--- config.mk ---
export PLATFORM = sky130hd
export DESIGN_NAME = sampler_slot_mapper_unit_flat
export DESIGN_NICKNAME = d
export VERILOG_FILES = /design/src/rtl/core/ssm_pkg.sv /design/src/rtl/core/ssm_if.sv /design/src/rtl/core/ssm_front.sv /design/src/rtl/core/ssm_queue.sv /design/src/rtl/core/ssm_back.sv /design/src/rtl/core/sampler_slot_mapper_unit.sv /design/src/flat_wrapper.sv
export SDC_FILE = /design/constraint.sdc
export NUM_CORES = 1
export LEC_CHECK = 0
export BUFFER_PORTS_ARGS = -buffer_cell sky130_fd_sc_hd__buf_2
export CORE_ASPECT_RATIO = 2
export CORE_MARGIN = 2
export CORE_UTILIZATION = 60
export CTS_CLUSTER_DIAMETER = 120
export DETAILED_ROUTE_END_ITERATION = 7
export MAX_ROUTING_LAYER = met4
export PLACE_DENSITY_LB_ADDON = 0.15
export SYNTH_ARGS = -nofsm -noshare
export SYNTH_HDL_FRONTEND = slang
export SYNTH_SLANG_ARGS = --single-unit
--- constraint.sdc ---
create_clock -name clk -period 3.3 [get_ports clk]
set_clock_uncertainty 0.05 [all_clocks]
set_input_delay 0 -clock clk [delete_from_list [all_inputs] [get_ports clk]]
set_output_delay 0 -clock clk [all_outputs]
set_load 0.02 [all_outputs]
--- src/rtl/core/ssm_pkg.sv ---
// Shared types, constants and helper functions of the sampler slot mapper.
package ssm_pkg;

    // Field widths of the fetch and result words.
    localparam int DIM_W    = 2;
    localparam int CLAMP_W  = 3;
    localparam int BCOL_W   = 2;
    localparam int FILT_W   = 2;
    localparam int ANISO_W  = 3;
    localparam int SLOT_W   = 4;
    localparam int ROUTE_W  = 2;
    localparam int MODE_W   = 3;
    localparam int KEY_W    = 15;

    // Dynamic table size and the slot of its first entry.
    localparam int DYN_ENTRIES = 3;
    localparam int DYN_IDX_W   = (DYN_ENTRIES > 1) ? $clog2(DYN_ENTRIES) : 1;
    localparam int DYN_CNT_W   = $clog2(DYN_ENTRIES + 1);
    localparam logic [SLOT_W-1:0] DYN_BASE_SLOT = 4'd13;

    // Static slots.
    localparam logic [SLOT_W-1:0] SLOT_POINT_WRAP  = 4'd2;
    localparam logic [SLOT_W-1:0] SLOT_POINT_CLAMP = 4'd3;
    localparam logic [SLOT_W-1:0] SLOT_GRID_BASE   = 4'd4;

    // Depth of the queue between the front and back parts.
    localparam int QUEUE_DEPTH = 2;

    // Texture dimension codes.
    localparam logic [DIM_W-1:0] DIM_1D   = 2'd0;
    localparam logic [DIM_W-1:0] DIM_2D   = 2'd1;
    localparam logic [DIM_W-1:0] DIM_3D   = 2'd2;
    localparam logic [DIM_W-1:0] DIM_CUBE = 2'd3;

    // Clamp codes.
    localparam logic [CLAMP_W-1:0] CLAMP_REPEAT        = 3'd0;
    localparam logic [CLAMP_W-1:0] CLAMP_MIRROR        = 3'd1;
    localparam logic [CLAMP_W-1:0] CLAMP_EDGE          = 3'd2;
    localparam logic [CLAMP_W-1:0] CLAMP_MIRROR_EDGE   = 3'd3;
    localparam logic [CLAMP_W-1:0] CLAMP_HALF          = 3'd4;
    localparam logic [CLAMP_W-1:0] CLAMP_MIRROR_HALF   = 3'd5;
    localparam logic [CLAMP_W-1:0] CLAMP_BORDER        = 3'd6;
    localparam logic [CLAMP_W-1:0] CLAMP_MIRROR_BORDER = 3'd7;

    // Addressing modes.
    localparam logic [MODE_W-1:0] AM_WRAP   = 3'd0;
    localparam logic [MODE_W-1:0] AM_MIRROR = 3'd1;
    localparam logic [MODE_W-1:0] AM_CLAMP  = 3'd2;
    localparam logic [MODE_W-1:0] AM_MONCE  = 3'd3;
    localparam logic [MODE_W-1:0] AM_BORDER = 3'd4;

    // Border color and filter codes.
    localparam logic [BCOL_W-1:0] BCOL_WHITE  = 2'd1;
    localparam logic [FILT_W-1:0] FILT_LINEAR = 2'd1;

    // Anisotropy code range that enables it.
    localparam logic [ANISO_W-1:0] ANISO_MIN = 3'd1;
    localparam logic [ANISO_W-1:0] ANISO_MAX = 3'd5;

    // How the slot was reached.
    typedef enum logic [ROUTE_W-1:0] {
        ROUTE_STATIC   = 2'd0,
        ROUTE_HIT      = 2'd1,
        ROUTE_ALLOC    = 2'd2,
        ROUTE_FALLBACK = 2'd3
    } route_t;

    // Classified word passed from the front to the back part.
    typedef struct packed {
        logic [KEY_W-1:0]  key;
        logic              exact;
        logic [SLOT_W-1:0] slot;
        logic              ycbcr;
    } front_word_t;

    // Folds a clamp code into its addressing mode.
    function automatic logic [MODE_W-1:0] mode_of_clamp(input logic [CLAMP_W-1:0] c);
        logic [MODE_W-1:0] m;
        begin
            case (c)
                CLAMP_REPEAT:        m = AM_WRAP;
                CLAMP_MIRROR:        m = AM_MIRROR;
                CLAMP_EDGE:          m = AM_CLAMP;
                CLAMP_MIRROR_EDGE:   m = AM_MONCE;
                CLAMP_HALF:          m = AM_CLAMP;
                CLAMP_MIRROR_HALF:   m = AM_MONCE;
                CLAMP_BORDER:        m = AM_BORDER;
                CLAMP_MIRROR_BORDER: m = AM_MONCE;
                default:             m = AM_CLAMP;
            endcase
            return m;
        end
    endfunction

    // Column or row of the static grid for one axis mode.
    function automatic logic [1:0] grid_axis(input logic [MODE_W-1:0] m);
        logic [1:0] g;
        begin
            if (m == AM_WRAP)
                g = 2'd0;
            else if (m == AM_MIRROR || m == AM_MONCE)
                g = 2'd1;
            else
                g = 2'd2;
            return g;
        end
    endfunction

    // True where a mode has an exact cell in the static grid.
    function automatic logic grid_exact(input logic [MODE_W-1:0] m);
        return (m == AM_WRAP) || (m == AM_MIRROR) || (m == AM_CLAMP);
    endfunction

endpackage

--- src/rtl/core/ssm_if.sv ---
// Handshake channels of the sampler slot mapper: fetch words, result words, configuration.
interface ssm_fetch_if;
    logic                          valid;
    logic                          ready;
    logic [ssm_pkg::DIM_W-1:0]     dimension;
    logic [ssm_pkg::CLAMP_W-1:0]   clamp_x;
    logic [ssm_pkg::CLAMP_W-1:0]   clamp_y;
    logic [ssm_pkg::CLAMP_W-1:0]   clamp_z;
    logic [ssm_pkg::BCOL_W-1:0]    brd_color;
    logic [ssm_pkg::FILT_W-1:0]    min_filt;
    logic [ssm_pkg::FILT_W-1:0]    mag_filt;
    logic [ssm_pkg::ANISO_W-1:0]   aniso_code;

    modport source (
        output valid, dimension, clamp_x, clamp_y, clamp_z, brd_color,
               min_filt, mag_filt, aniso_code,
        input  ready
    );
    modport sink (
        input  valid, dimension, clamp_x, clamp_y, clamp_z, brd_color,
               min_filt, mag_filt, aniso_code,
        output ready
    );
endinterface

interface ssm_result_if;
    logic                          valid;
    logic                          ready;
    logic [ssm_pkg::SLOT_W-1:0]    slot;
    logic [ssm_pkg::ROUTE_W-1:0]   route;
    logic                          ycc_brd;

    modport source (output valid, slot, route, ycc_brd, input ready);
    modport sink   (input  valid, slot, route, ycc_brd, output ready);
endinterface

interface ssm_cfg_if;
    logic valid;
    logic ready;
    logic alloc_enable;

    modport source (output valid, alloc_enable, input ready);
    modport sink   (input  valid, alloc_enable, output ready);
endinterface

--- src/rtl/core/ssm_front.sv ---
// Front part: takes fetch words, folds clamp modes and classifies each fetch.
module ssm_front (
    ssm_fetch_if.sink            fetch,
    output ssm_pkg::front_word_t word,
    output logic                 word_valid,
    input  logic                 word_ready
);
    import ssm_pkg::*;

    logic [CLAMP_W-1:0] cx;
    logic [CLAMP_W-1:0] cy;
    logic [CLAMP_W-1:0] cz;
    logic [MODE_W-1:0]  u;
    logic [MODE_W-1:0]  v;
    logic [MODE_W-1:0]  w;
    logic               min_lin;
    logic               mag_lin;
    logic               aniso;
    logic               brd_active;
    logic               white;
    logic               w_ok;
    logic [SLOT_W-1:0]  grid_slot;

    // The queue takes a word whenever it has room.
    assign fetch.ready = word_ready;
    assign word_valid  = fetch.valid;

    // Axes the dimension does not use, and all axes of a cube texture, are forced to clamp-to-edge.
    always_comb
    begin
        cx = CLAMP_EDGE;
        cy = CLAMP_EDGE;
        cz = CLAMP_EDGE;
        if (fetch.dimension == DIM_3D)
            cz = fetch.clamp_z;
        if (fetch.dimension == DIM_2D || fetch.dimension == DIM_3D)
            cy = fetch.clamp_y;
        if (fetch.dimension != DIM_CUBE)
            cx = fetch.clamp_x;
    end

    // Addressing modes and the flags that feed the key.
    always_comb
    begin
        u           = mode_of_clamp(cx);
        v           = mode_of_clamp(cy);
        w           = mode_of_clamp(cz);
        min_lin     = (fetch.min_filt == FILT_LINEAR);
        mag_lin     = (fetch.mag_filt == FILT_LINEAR);
        aniso       = (fetch.aniso_code >= ANISO_MIN) && (fetch.aniso_code <= ANISO_MAX);
        brd_active  = (u == AM_BORDER) || (v == AM_BORDER) || (w == AM_BORDER);
        white       = brd_active && (fetch.brd_color == BCOL_WHITE);
        w_ok        = (fetch.dimension != DIM_3D) || (w == v);
        grid_slot   = SLOT_GRID_BASE + SLOT_W'({grid_axis(u), 1'b0})
                    + SLOT_W'(grid_axis(u)) + SLOT_W'(grid_axis(v));
    end

    // Static slot match; a miss carries the grid slot as the fallback.
    always_comb
    begin
        word.exact = 1'b0;
        word.slot  = grid_slot;
        if (!aniso && !brd_active)
        begin
            if (min_lin && mag_lin && grid_exact(u) && grid_exact(v) && w_ok)
            begin
                word.exact = 1'b1;
            end
            else if (!min_lin && !mag_lin && (u == v) && w_ok)
            begin
                if (u == AM_WRAP)
                begin
                    word.exact = 1'b1;
                    word.slot  = SLOT_POINT_WRAP;
                end
                else if (u == AM_CLAMP)
                begin
                    word.exact = 1'b1;
                    word.slot  = SLOT_POINT_CLAMP;
                end
            end
        end
        word.ycbcr = brd_active && fetch.brd_color[1];
        word.key   = {(aniso ? fetch.aniso_code : ANISO_W'(0)), white, mag_lin, min_lin,
                      w, v, u};
    end

endmodule

--- src/rtl/core/ssm_queue.sv ---
// Short queue of classified words between the front and back parts.
module ssm_queue (
    input  logic                 clk,
    input  logic                 rst_n,
    input  ssm_pkg::front_word_t push_word,
    input  logic                 push_valid,
    output logic                 push_ready,
    output ssm_pkg::front_word_t pop_word,
    output logic                 pop_valid,
    input  logic                 pop_ready
);
    import ssm_pkg::*;

    localparam int PTR_W = (QUEUE_DEPTH > 1) ? $clog2(QUEUE_DEPTH) : 1;
    localparam int CNT_W = $clog2(QUEUE_DEPTH + 1);

    front_word_t        entry_reg [QUEUE_DEPTH];
    logic [PTR_W-1:0]   wr_ptr_reg;
    logic [PTR_W-1:0]   wr_ptr_next;
    logic [PTR_W-1:0]   rd_ptr_reg;
    logic [PTR_W-1:0]   rd_ptr_next;
    logic [CNT_W-1:0]   count_reg;
    logic [CNT_W-1:0]   count_next;
    logic               do_push;
    logic               do_pop;

    assign push_ready = (count_reg != CNT_W'(QUEUE_DEPTH));
    assign pop_valid  = (count_reg != '0);
    assign pop_word   = entry_reg[rd_ptr_reg];
    assign do_push    = push_valid && push_ready;
    assign do_pop     = pop_valid && pop_ready;

    // Pointer and fill count updates.
    always_comb
    begin
        wr_ptr_next = wr_ptr_reg;
        rd_ptr_next = rd_ptr_reg;
        count_next  = count_reg;
        if (do_push)
            wr_ptr_next = (wr_ptr_reg == PTR_W'(QUEUE_DEPTH - 1)) ? '0 : wr_ptr_reg + 1'b1;
        if (do_pop)
            rd_ptr_next = (rd_ptr_reg == PTR_W'(QUEUE_DEPTH - 1)) ? '0 : rd_ptr_reg + 1'b1;
        if (do_push && !do_pop)
            count_next = count_reg + 1'b1;
        else if (do_pop && !do_push)
            count_next = count_reg - 1'b1;
    end

    always_ff @(posedge clk or negedge rst_n)
    begin
        if (!rst_n)
        begin
            wr_ptr_reg <= '0;
            rd_ptr_reg <= '0;
            count_reg  <= '0;
        end
        else
        begin
            wr_ptr_reg <= wr_ptr_next;
            rd_ptr_reg <= rd_ptr_next;
            count_reg  <= count_next;
        end
    end

    // Entry storage needs no reset.
    always_ff @(posedge clk)
    begin
        if (do_push)
            entry_reg[wr_ptr_reg] <= push_word;
    end

endmodule

--- src/rtl/core/ssm_back.sv ---
// Back part: dynamic key table lookup and allocation, result register.
module ssm_back (
    input  logic                 clk,
    input  logic                 rst_n,
    input  ssm_pkg::front_word_t word,
    input  logic                 word_valid,
    output logic                 word_ready,
    ssm_cfg_if.sink              cfg,
    ssm_result_if.source         result
);
    import ssm_pkg::*;

    logic [KEY_W-1:0]     key_store_reg [DYN_ENTRIES];
    logic [DYN_CNT_W-1:0] used_cnt_reg;
    logic [DYN_CNT_W-1:0] used_cnt_next;
    logic                 alloc_enable_reg;
    logic                 out_valid_reg;
    logic                 out_valid_next;
    logic [SLOT_W-1:0]    slot_reg;
    logic [SLOT_W-1:0]    slot_next;
    route_t               route_reg;
    route_t               route_next;
    logic                 ycbcr_reg;
    logic                 ycbcr_next;
    logic [DYN_ENTRIES-1:0] hit;
    logic [DYN_IDX_W-1:0] hit_idx;
    logic                 any_hit;
    logic                 room;
    logic                 do_alloc;
    logic                 take;

    assign cfg.ready      = 1'b1;
    assign result.valid   = out_valid_reg;
    assign result.slot    = slot_reg;
    assign result.route   = route_reg;
    assign result.ycc_brd = ycbcr_reg;

    // A word is taken when the result register is free or being emptied.
    assign word_ready = !out_valid_reg || result.ready;
    assign take       = word_valid && word_ready;

    // Parallel compare against the valid entries of the table.
    always_comb
    begin
        for (int i = 0; i < DYN_ENTRIES; i++)
            hit[i] = (DYN_CNT_W'(i) < used_cnt_reg) && (key_store_reg[i] == word.key);
        hit_idx = '0;
        for (int i = DYN_ENTRIES - 1; i >= 0; i--)
        begin
            if (hit[i])
                hit_idx = DYN_IDX_W'(i);
        end
        any_hit = |hit;
    end

    // Slot and route selection for the word at the head of the queue.
    always_comb
    begin
        room           = (used_cnt_reg < DYN_CNT_W'(DYN_ENTRIES));
        do_alloc       = 1'b0;
        used_cnt_next  = used_cnt_reg;
        out_valid_next = out_valid_reg && !result.ready;
        slot_next      = slot_reg;
        route_next     = route_reg;
        ycbcr_next     = ycbcr_reg;
        if (take)
        begin
            out_valid_next = 1'b1;
            ycbcr_next     = word.ycbcr;
            if (word.exact)
            begin
                slot_next  = word.slot;
                route_next = ROUTE_STATIC;
            end
            else if (any_hit)
            begin
                slot_next  = DYN_BASE_SLOT + SLOT_W'(hit_idx);
                route_next = ROUTE_HIT;
            end
            else if (alloc_enable_reg && room)
            begin
                do_alloc      = 1'b1;
                used_cnt_next = used_cnt_reg + 1'b1;
                slot_next     = DYN_BASE_SLOT + SLOT_W'(used_cnt_reg);
                route_next    = ROUTE_ALLOC;
            end
            else
            begin
                slot_next  = word.slot;
                route_next = ROUTE_FALLBACK;
            end
        end
    end

    // Control state and the result register.
    always_ff @(posedge clk or negedge rst_n)
    begin
        if (!rst_n)
        begin
            used_cnt_reg     <= '0;
            alloc_enable_reg <= 1'b0;
            out_valid_reg    <= 1'b0;
            slot_reg         <= '0;
            route_reg        <= ROUTE_STATIC;
            ycbcr_reg        <= 1'b0;
        end
        else
        begin
            used_cnt_reg  <= used_cnt_next;
            out_valid_reg <= out_valid_next;
            slot_reg      <= slot_next;
            route_reg     <= route_next;
            ycbcr_reg     <= ycbcr_next;
            if (cfg.valid)
                alloc_enable_reg <= cfg.alloc_enable;
        end
    end

    // Write-once key table; entries past the fill count are never read.
    always_ff @(posedge clk)
    begin
        if (do_alloc)
            key_store_reg[used_cnt_reg[DYN_IDX_W-1:0]] <= word.key;
    end

endmodule

--- src/rtl/core/sampler_slot_mapper_unit.sv ---
// Top level of the sampler slot mapper: front classifier, queue and table back end.
// A fetch word accepted by the front is written into the queue; when the back end takes it
// from the queue, its result word is held in the result register until it is taken.
// Throughput: one fetch word per cycle while results are taken; the table lookup is combinational.
// The two-entry queue lets the front keep accepting while a result waits to be taken.
// Reset empties the queue and the key table, drops the result and clears alloc_enable.
module sampler_slot_mapper_unit (
    input  logic          clk,
    input  logic          rst_n,
    ssm_fetch_if.sink     fetch,
    ssm_cfg_if.sink       cfg,
    ssm_result_if.source  result
);
    import ssm_pkg::*;

    front_word_t front_word;
    logic        front_valid;
    logic        front_ready;
    front_word_t back_word;
    logic        back_valid;
    logic        back_ready;

    // Classification of incoming fetch words.
    ssm_front u_front (
        .fetch      (fetch),
        .word       (front_word),
        .word_valid (front_valid),
        .word_ready (front_ready)
    );

    // Decoupling queue.
    ssm_queue u_queue (
        .clk        (clk),
        .rst_n      (rst_n),
        .push_word  (front_word),
        .push_valid (front_valid),
        .push_ready (front_ready),
        .pop_word   (back_word),
        .pop_valid  (back_valid),
        .pop_ready  (back_ready)
    );

    // Table lookup, allocation and result register.
    ssm_back u_back (
        .clk        (clk),
        .rst_n      (rst_n),
        .word       (back_word),
        .word_valid (back_valid),
        .word_ready (back_ready),
        .cfg        (cfg),
        .result     (result)
    );

endmodule
--- src/flat_wrapper.sv ---
// flat-port wrapper written by rule: the top's interface ports become plain ports
module sampler_slot_mapper_unit_flat import ssm_pkg::*;
  (clk, rst_n, fetch_valid, fetch_dimension, fetch_clamp_x, fetch_clamp_y, fetch_clamp_z, fetch_brd_color, fetch_min_filt, fetch_mag_filt, fetch_aniso_code, fetch_ready, cfg_valid, cfg_alloc_enable, cfg_ready, result_valid, result_slot, result_route, result_ycc_brd, result_ready);
  ssm_fetch_if fetch_i ();
  ssm_cfg_if cfg_i ();
  ssm_result_if result_i ();
  input  logic clk;
  input  logic rst_n;
  input wire logic [$bits(fetch_i.valid)-1:0] fetch_valid;
  input wire logic [$bits(fetch_i.dimension)-1:0] fetch_dimension;
  input wire logic [$bits(fetch_i.clamp_x)-1:0] fetch_clamp_x;
  input wire logic [$bits(fetch_i.clamp_y)-1:0] fetch_clamp_y;
  input wire logic [$bits(fetch_i.clamp_z)-1:0] fetch_clamp_z;
  input wire logic [$bits(fetch_i.brd_color)-1:0] fetch_brd_color;
  input wire logic [$bits(fetch_i.min_filt)-1:0] fetch_min_filt;
  input wire logic [$bits(fetch_i.mag_filt)-1:0] fetch_mag_filt;
  input wire logic [$bits(fetch_i.aniso_code)-1:0] fetch_aniso_code;
  output wire logic [$bits(fetch_i.ready)-1:0] fetch_ready;
  input wire logic [$bits(cfg_i.valid)-1:0] cfg_valid;
  input wire logic [$bits(cfg_i.alloc_enable)-1:0] cfg_alloc_enable;
  output wire logic [$bits(cfg_i.ready)-1:0] cfg_ready;
  output wire logic [$bits(result_i.valid)-1:0] result_valid;
  output wire logic [$bits(result_i.slot)-1:0] result_slot;
  output wire logic [$bits(result_i.route)-1:0] result_route;
  output wire logic [$bits(result_i.ycc_brd)-1:0] result_ycc_brd;
  input wire logic [$bits(result_i.ready)-1:0] result_ready;
  assign fetch_i.valid = fetch_valid;
  assign fetch_i.dimension = fetch_dimension;
  assign fetch_i.clamp_x = fetch_clamp_x;
  assign fetch_i.clamp_y = fetch_clamp_y;
  assign fetch_i.clamp_z = fetch_clamp_z;
  assign fetch_i.brd_color = fetch_brd_color;
  assign fetch_i.min_filt = fetch_min_filt;
  assign fetch_i.mag_filt = fetch_mag_filt;
  assign fetch_i.aniso_code = fetch_aniso_code;
  assign fetch_ready = fetch_i.ready;
  assign cfg_i.valid = cfg_valid;
  assign cfg_i.alloc_enable = cfg_alloc_enable;
  assign cfg_ready = cfg_i.ready;
  assign result_valid = result_i.valid;
  assign result_slot = result_i.slot;
  assign result_route = result_i.route;
  assign result_ycc_brd = result_i.ycc_brd;
  assign result_i.ready = result_ready;
  sampler_slot_mapper_unit u_core (.clk(clk), .rst_n(rst_n), .fetch(fetch_i), .cfg(cfg_i), .result(result_i));
endmodule
-- After elaboration in Yosys (flattened, before gate mapping)
Memories as Yosys holds them, arrays and structs flattened.
Cells that the tools add are included.
- muxes and demuxes: 36
- $lt $le $gt $ge: 6
- bitwise gates (word level): 2
- add/subtract/negate cells: 10
- reductions and logical operators: 45
- eq/ne operators: 22
- operators by type and width (cell ; count):
    equality test 15 bit ; 3
    2-to-1 mux 2 bit ; 11
    logical AND 1 bit ; 20
    2-to-1 mux 5 bit ; 4
    2-to-1 mux 4 bit ; 4
    2-to-1 mux 1 bit ; 13
    adder 3 x 3 -> 4 bit, first input constant ; 3
    equality test 3 x 2 -> 1 bit, second input constant ; 4
    2-to-1 mux 3 bit ; 4
    logical OR 1 bit ; 11
    equality test 3 bit, second input constant ; 3
    adder 4 x 2 -> 4 bit ; 2
    equality test 2 x 1 -> 1 bit, second input constant ; 4
    zero test 1 bit ; 8
    equality test 3 x 1 -> 1 bit, second input constant ; 2
    equality test 3 bit ; 2
    zero test 3 bit ; 2
    != test 2 bit, second input constant ; 3
    adder 2 x 1 -> 2 bit, second input constant ; 2
    less-than comparator 1 x 2 -> 1 bit, first input constant ; 2
    AND reduction 4 bit ; 1
    nonzero test 2 bit ; 2
    greater-or-equal comparator 3 x 1 -> 1 bit, second input constant ; 1
    less-or-equal comparator 3 bit, second input constant ; 1
    7 further kinds ; 9
- memory bits (read-only): 72
- bits in registers: 15
- memories: 5
- logic and storage cells: 135
- bits in writable memories: 87
- memories (memory ; depth ; width ; rd ports ; clocked after Yosys merged registers in ; wr ports ; line ; RTL):
    u_core.u_back.key_store_reg ; 3 ; 15 ; 3 ; 0 ; 1 ; ssm_back.sv:13 ; logic [KEY_W-1:0] key_store_reg [DYN_ENTRIES];
    u_core.u_queue.entry_reg ; 2 ; 21 ; 1 ; 0 ; 1 ; ssm_queue.sv:17 ; front_word_t entry_reg [QUEUE_DEPTH];
    (name not given) ; 8 ; 3 ; 1 ; 0 ; 0 ; ssm_pkg.sv:80 ; case (c)
    (name not given) ; 8 ; 3 ; 1 ; 0 ; 0 ; ssm_pkg.sv:80 ;
    (name not given) ; 8 ; 3 ; 1 ; 0 ; 0 ; ssm_pkg.sv:80 ;

-- Depth between registers and ports, before layout
Gate-level depths: netlist of run 1.
An unclocked memory read counts as a cell.
- word-level depth: 15
- gate-level depth with buffers: 11
- mapped depth without buffers: 10

-- By module
A second synthesis of run 1 with hierarchy kept.
- cell total of the unflattened synthesis: 340
- area total of the unflattened synthesis: 4873.4 µm²
- by module, submodules not included (module ; times used ; area an instance (µm²) ; seq. area each (µm²) ; cells each):
    ssm_back ; 1 ; 2593.7 ; 1626.6 ; 182
    ssm_queue ; 1 ; 1731.7 ; 1361.3 ; 83
    ssm_front ; 1 ; 548.0 ; 0.0 ; 75

-- Worst setup path before layout of run 1
Ideal clock, no wire load.
- path type: register to register
- start: register u_core.u_queue.rd_ptr_reg
- end: memory u_core.u_back.key_store_reg[0][0], enable pin
- stages on the path, launching flop included: 10
- setup slack: 0.599 ns
- clock period less this slack: 2.701 ns
- arrival time: 2.278 ns
- cell sequence: dfrtp_1 -> buf_6 -> buf_4 -> mux2i_4 -> xnor2_1 -> nor4_1 -> nand4_1 -> nand3_4 -> nor3_2 -> and2_1
- word-level cells in the longest chain between the ends: 9
- RTL lines (element ; line ; RTL):
    from (decl) ; ssm_queue.sv:20 ; logic [PTR_W-1:0] rd_ptr_reg;
    from (signal assigned) ; ssm_queue.sv:60 ; rd_ptr_reg <= rd_ptr_next;
    memory (2 x 21 bit) (*) ; n/a ;
    equality test 15 bit ; ssm_back.sv:46 ; hit[i] = (DYN_CNT_W'(i) < used_cnt_reg) && (key_store_reg[i] == word.key);
    logical AND 1 bit ; ssm_back.sv:46 ;
    OR reduction 3 bit ; ssm_back.sv:53 ; any_hit = |hit;
    2-to-1 mux 1 bit ; ssm_back.sv:75 ; else if (any_hit)
    2-to-1 mux 1 bit (*) ; ssm_back.sv:70 ; if (word.exact)
    2-to-1 mux 1 bit (*) ; ssm_back.sv:66 ; if (take)
    2-to-1 mux 1 bit (*) ; ssm_back.sv:122 ; if (do_alloc)
    2-to-1 mux 1 bit (implied by the code) (*) ; ssm_back.sv:123 ; key_store_reg[used_cnt_reg[DYN_IDX_W-1:0]] <= word.key;
    to (decl) ; ssm_back.sv:13 ;
Every way passes the cells marked *; elsewhere a longest branch is shown, timed or not.

-- Final worst setup path of run 1
- start: register u_core.u_queue.rd_ptr_reg
- end: memory u_core.u_back.key_store_reg[2][13], enable pin
Same word-level chain as after synthesis.

==> run summary, run 1 <==
status -> complete, no violations
setup_tns -> 0 ns
Tmin final -> 3.060 ns
share of layout cells above drive strength 1 -> 0.1955
Worst EP arrival -> 2.98 ns
residual DRC count -> 0
Reg clk slew, reported paths -> 0.06 ns
critical path type -> register to register
Total Wirelength -> 8.790 mm
worst vdd ir -> 0.0006192 V
DP Wirelength -> 6.339 mm
asr flop ratio synth -> 0.1471
initial DRC count -> 98
warnings from Yosys -> 0
Leak Pwr -> 2.110 nW
antenna diode count -> 0
Detail Route met2 WL -> 5.237 mm
Pins Over Slew Limit -> 0
ranking of synthesized cells by area -> edfxtp_1 (54%), dfrtp_1 (7.7%), xnor2_1 (6.7%), mux2i_4 (6.0%), ha_1 (3.4%)
wire length per cell -> 17.76 um
CTS Buffer Depth -> 2
Highest Clock Rate -> 0.3268 GHz
CTS tree -> built
die area -> 8864 um^2
placed instance count -> 465
drt pass-1 iters -> 4
hold_ws -> 0.01975 ns
most frequent cells in the layout -> edfxtp_1 (87), xnor2_1 (37), buf_2 (34)
cell taking the most area after synthesis -> edfxtp_1
pin count of the biggest net entering global routing -> 22
CP peak stage delay -> 0.69 ns
row count -> 46
Synth Instances -> 334
Post-Syn Area -> 4851 um^2
commonest non-fill, non-tap cell in the layout -> edfxtp_1
Worst Path Required -> 3.22 ns
DR vias -> 2712
Final #Nets -> 433
Num CTS Buffers -> 9
Crit-path slowest cell -> and2_1
Main synth FF type -> edfxtp_1
power per cell area -> 822.7 nW/um^2
CTS-repair resized insts -> 0
Final setup viols -> 0
top-area cell type share of the netlist area -> 0.5386
Final Hold Viols -> 0
fin cells -> 495
worst-margin pin slew -> 0.9885 ns
Via density -> 5.479
initial antenna violation count -> 0
core area -> 7885 um^2
Avg Cell Area, Syn -> 14.52 um^2
Placed Area -> 5166 um^2
register area share after synthesis -> 0.6159
post-synthesis cell type count -> 52
number of synthesized flops with an enable pin -> 87
Final Util -> 0.7161
Post-Syn Nets -> 373
worst hold path class -> primary input to register
grt ovf -> 0
crit start category -> register
CTS root buf -> clkbuf_16
number of flip-flops in the largest register -> 45
DP Worst Slack -> 0.2032 ns
Final Cell Area -> 5647 um^2
Clk Latency, worst-skew pair -> 0.34 ns
slew margin rel. -> 0.3410
I/O pin cnt -> 36
worst-path cell chain -> buf_12 > mux2i_4 > xnor2_1 > nor4_1 > nand4_1 > nand3_4 > nor3_2 > and2_1
number of synthesized register bits -> 102
Period Utilization, post-route -> 0.9273
GP Congestion -> 0.8706
H-tree Lvls -> 3
post-route antenna net violation count -> 0
Die Ht -> 131.2 um
Final WS setup -> 0.2399 ns
P&R area growth vs syn -> 16.40%
Die W -> 67.58 um
Final Power -> 4.645 mW
clock sink total -> 102
Met3 Wirelength -> 177 um
top sig layer -> met4
Layout fillers -> 505
first-pass GRT wire length -> 14.16 mm
max_cap viols -> 0
vias in the first global route -> 2862
gr usage total -> 0.2336
Buffers on Ports -> 34
Critical Path Sink Type -> register
RSZ-0062 raised after global routing -> false
Initial Util -> 0.6152
Crit Path Max Fanout -> 15
Metal-1 WL -> 3.072 mm
==> worst max-delay path: cells and delay by family (launching register included) <==
family | cells | cell delay, ns
muxes | 1 | 0.34
DFF | 1 | 0.43
buffers and inverters | 1 | 0.21
xor gates and xnor gates | 1 | 0.18
and+or+nand+nor | 5 | 1.47
==> per-layer routing <==
layer,up-vias,GRT usage
met1,1324,0.2377
met2,51,0.4101
met4,0,0.1122
met5,-,-
met3,20,0.04195
li1,1317,-
==> path summary, 6_finish.rpt <==
| check | start | to | slack (ns) | cells past startpoint |
|---|---|---|---|---|
| max | u_core.u_queue.rd_ptr_reg | u_core.u_back.key_store_reg[2][13] | 0.24 | 8 |
| min | fetch_aniso_code[0] | u_core.u_queue.entry_reg[0][18] | 0.02 | 2 |
| max reg2reg | u_core.u_queue.rd_ptr_reg | u_core.u_back.key_store_reg[2][13] | 0.24 | 8 |
| min reg2reg | u_core.u_back.result.ycc_brd | u_core.u_back.result.ycc_brd | 0.43 | 2 |
| max in group asynchronous | rst_n | u_core.u_queue.rd_ptr_reg | 2.82 | 2 |
| min in group asynchronous | rst_n | u_core.u_queue.wr_ptr_reg | 0.07 | 2 |
==> cell usage after synthesis, types with 2 or more instances <==
| library cell | number |
|---|---|
| a21oi_1 | 3 |
| a311oi_1 | 2 |
| and2_1 | 7 |
| and3_1 | 2 |
| buf_4 | 2 |
| clkbuf_1 | 2 |
| dfrtp_1 | 15 |
| edfxtp_1 | 87 |
| ha_1 | 13 |
| inv_1 | 20 |
| mux2i_1 | 7 |
| mux2i_4 | 13 |
| nand2_1 | 13 |
| nand2b_1 | 6 |
| nand4_1 | 7 |
| nor2_1 | 15 |
| nor2b_1 | 10 |
| nor3_1 | 6 |
| nor3_2 | 2 |
| nor4_1 | 8 |
| o21ai_0 | 3 |
| o21ai_1 | 7 |
| or3_1 | 2 |
| xnor2_1 | 37 |
| xor2_1 | 18 |
==> cell families after synthesis <==
family,synth area share
flip-flops,0.6159
buffers and inverters,0.02734
AO/OA/AOI/OAI,0.03405
multiplexers,0.08537
AND/OR/NAND/NOR,0.1037
adder cells (fa/ha/maj),0.03353
XOR/XNOR,0.09930
other,0.0007731
==> where the power goes <==
| group | internal, mW | switching (mW) |
|---|---|---|
| combinational | 0.679 | 0.879 |
| clock | 0.744 | 0.426 |
| sequential | 1.77 | 0.151 |
| total | 3.19 | 1.46 |
==> final cells by class <==
type,count,area (um^2),share of cell area
flip-flops and latches,102,2989,0.5294
repair buffers,55,387.9,0.06869
inverters,21,78.83,0.01396
clock buffers,11,232.7,0.04121
well taps,96,120.1,0.02127
clock inverters,5,107.6,0.01906
multi-input cells,205,1730,0.3064
==> timing repair <==
action / 4_1_cts / 5_1_grt
endpoints found under the hold margin: 34 / 0
setup buffers: 0 / 0
hold buffers: 14 / 0
Power figures use the tool's default switching activity.
==> run 2, diff against run 1 <==
--- a/config.mk
+++ b/config.mk
@@ -11,7 +11,6 @@
 export CORE_UTILIZATION = 60
 export CTS_CLUSTER_DIAMETER = 120
 export DETAILED_ROUTE_END_ITERATION = 7
-export MAX_ROUTING_LAYER = met4
 export PLACE_DENSITY_LB_ADDON = 0.15
 export SYNTH_ARGS = -nofsm -noshare
 export SYNTH_HDL_FRONTEND = slang
==> run summary, run 2 (synthesis results as in run 1) <==
DP Worst Slack -> 0.2032 ns (unchanged)
die area -> 8864 um^2 (unchanged)
Buffers on Ports -> 34 (unchanged)
critical path type -> register to register (unchanged)
fin cells -> 495 (unchanged)
Die Ht -> 131.2 um (unchanged)
Highest Clock Rate -> 0.3261 GHz (was 0.3268 GHz)
CTS-repair resized insts -> 0 (unchanged)
setup_tns -> 0 ns (unchanged)
Leak Pwr -> 2.110 nW (unchanged)
Critical Path Sink Type -> register (unchanged)
Critical R2R Launch -> u_core.u_queue.rd_ptr_reg (unchanged)
post-route antenna net violation count -> 0 (unchanged)
CP peak stage delay -> 0.69 ns (about the same)
CTS Buffer Depth -> 2 (unchanged)
status -> complete, no violations (unchanged)
worst-margin pin slew -> 0.9678 ns (was 0.9885 ns)
H-tree Lvls -> 3 (unchanged)
worst hold path class -> primary input to register (unchanged)
number of setup buffers added after CTS -> 0 (unchanged)
drt pass-1 iters -> 4 (unchanged)
worst vdd ir -> 0.0006156 V (was 0.0006192 V)
CTS tree -> built (unchanged)
GP Congestion -> 0.8569 (was 0.8706)
CTS root buf -> clkbuf_16 (unchanged)
I/O pin cnt -> 36 (unchanged)
power per cell area -> 822.3 nW/um^2 (was 822.7 nW/um^2)
slew margin rel. -> 0.3548 (was 0.3410)
Period Utilization, post-route -> 0.9293 (was 0.9273)
Bufs and invs on worst path -> 1 (unchanged)
number of flip-flops in the largest register -> 45 (unchanged)
residual DRC count -> 0 (unchanged)
Final setup viols -> 0 (unchanged)
initial antenna violation count -> 0 (unchanged)
cell family with most CP delay -> simple AND/OR/NAND/NOR gates (unchanged)
initial DRC count -> 90 (was 98)
Placed Area -> 5166 um^2 (unchanged)
Total Wirelength -> 8.769 mm (was 8.790 mm)
Final #Nets -> 433 (unchanged)
Initial Util -> 0.6152 (unchanged)
pin count of the biggest net entering global routing -> 22 (unchanged)
max_cap viols -> 0 (unchanged)
Worst Path Required -> 3.22 ns (about the same)
Clk Latency, worst-skew pair -> 0.34 ns (about the same)
P&R area growth vs syn -> 16.40% (unchanged)
first-pass GRT wire length -> 14.17 mm (was 14.16 mm)
DR vias -> 2715 (was 2712)
commonest non-fill, non-tap cell in the layout -> edfxtp_1 (unchanged)
Final Cell Area -> 5647 um^2 (unchanged)
Num CTS Buffers -> 9 (unchanged)
most frequent cells in the layout -> edfxtp_1 (87), xnor2_1 (37), buf_2 (34) (unchanged)
multi-input logic area -> 1730 um^2 (unchanged)
RSZ-0062 raised after global routing -> false (unchanged)
Via density -> 5.485 (was 5.479)
Pins Over Slew Limit -> 0 (unchanged)
wire length per cell -> 17.72 um (was 17.76 um)
Layout fillers -> 505 (unchanged)
core area -> 7885 um^2 (unchanged)
Crit-path slowest cell -> and2_1 (unchanged)
worst-path cell chain -> buf_12 > mux2i_4 > xnor2_1 > nor4_1 > nand4_1 > nand3_4 > nor3_2 > and2_1 (unchanged)
Tmin final -> 3.067 ns (was 3.060 ns)
Worst EP arrival -> 2.98 ns (about the same)
placed instance count -> 465 (unchanged)
Crit Path Max Fanout -> 15 (unchanged)
row count -> 46 (unchanged)
antenna diode count -> 0 (unchanged)
share of layout cells above drive strength 1 -> 0.1955 (unchanged)
Final Hold Viols -> 0 (unchanged)
Reg clk slew, reported paths -> 0.06 ns (about the same)
Die W -> 67.58 um (unchanged)
register area -> 2989 um^2 (unchanged)
crit start category -> register (unchanged)
Final WS setup -> 0.2333 ns (was 0.2399 ns)
grt ovf -> 0 (unchanged)
clock sink total -> 102 (unchanged)
hold_sp -> fetch_aniso_code[0] (unchanged)
DP Wirelength -> 6.339 mm (unchanged)
worst setup path start -> u_core.u_queue.rd_ptr_reg (unchanged)
vias in the first global route -> 2854 (was 2862)
gr usage total -> 0.2277 (was 0.2336)
[run 2: per-layer routing]
layer  GRT usage  vias up  wire length (um)
met2      0.4096       48              5254
li1            -     1323                 -
met1      0.2389     1325              3020
met5           0        -                 0
met3     0.04281       19               196
met4      0.1122        0               298
[run 2: final timing paths]
check,slack (ns),end,cells past startpoint
worst max-delay path,0.23,u_core.u_back.key_store_reg[2][13],8
worst min-delay path,0.02,u_core.u_queue.entry_reg[0][18],2
min in group asynchronous,0.08,u_core.u_back.result.slot[3],2
worst min register to register,0.43,u_core.u_back.result.ycc_brd,2
max in group asynchronous,2.82,u_core.u_queue.rd_ptr_reg,2
worst max register to register,0.23,u_core.u_back.key_store_reg[2][13],8
[run 2: per-stage QoR]
step	utilization	power, mW	hold WS (ns)
final	0.7161	4.643	0.02007
after global routing	0.7161	4.863	0.008990
after CTS	0.7161	4.686	0.003154
after detailed placement	0.6552	3.487	-0.1009
after global placement	0.6552	3.444	-0.1167
after floorplan	-	3.085	-0.3456
[run 2: what timing repair did]
action	CTS	global route
hold buffers	14	0
endpoints found under the hold margin	34	0
endpoints found under the setup margin	0	0
[run 2: power by group]
part	switching (mW)	internal, mW	total (mW)
clock network	0.424	0.743	1.17
logic	0.880	0.678	1.56
registers	0.150	1.77	1.92
total	1.45	3.19	4.64
[run 2: cell type report]
cell class	count	area share
Tap cell	96	0.02127
Timing Repair Buffer	55	0.06869
Clock buffer	11	0.04121
Sequential cell	102	0.5294
Inverter	21	0.01396
Clock inverter	5	0.01906
Multi-Input combinational cell	205	0.3064
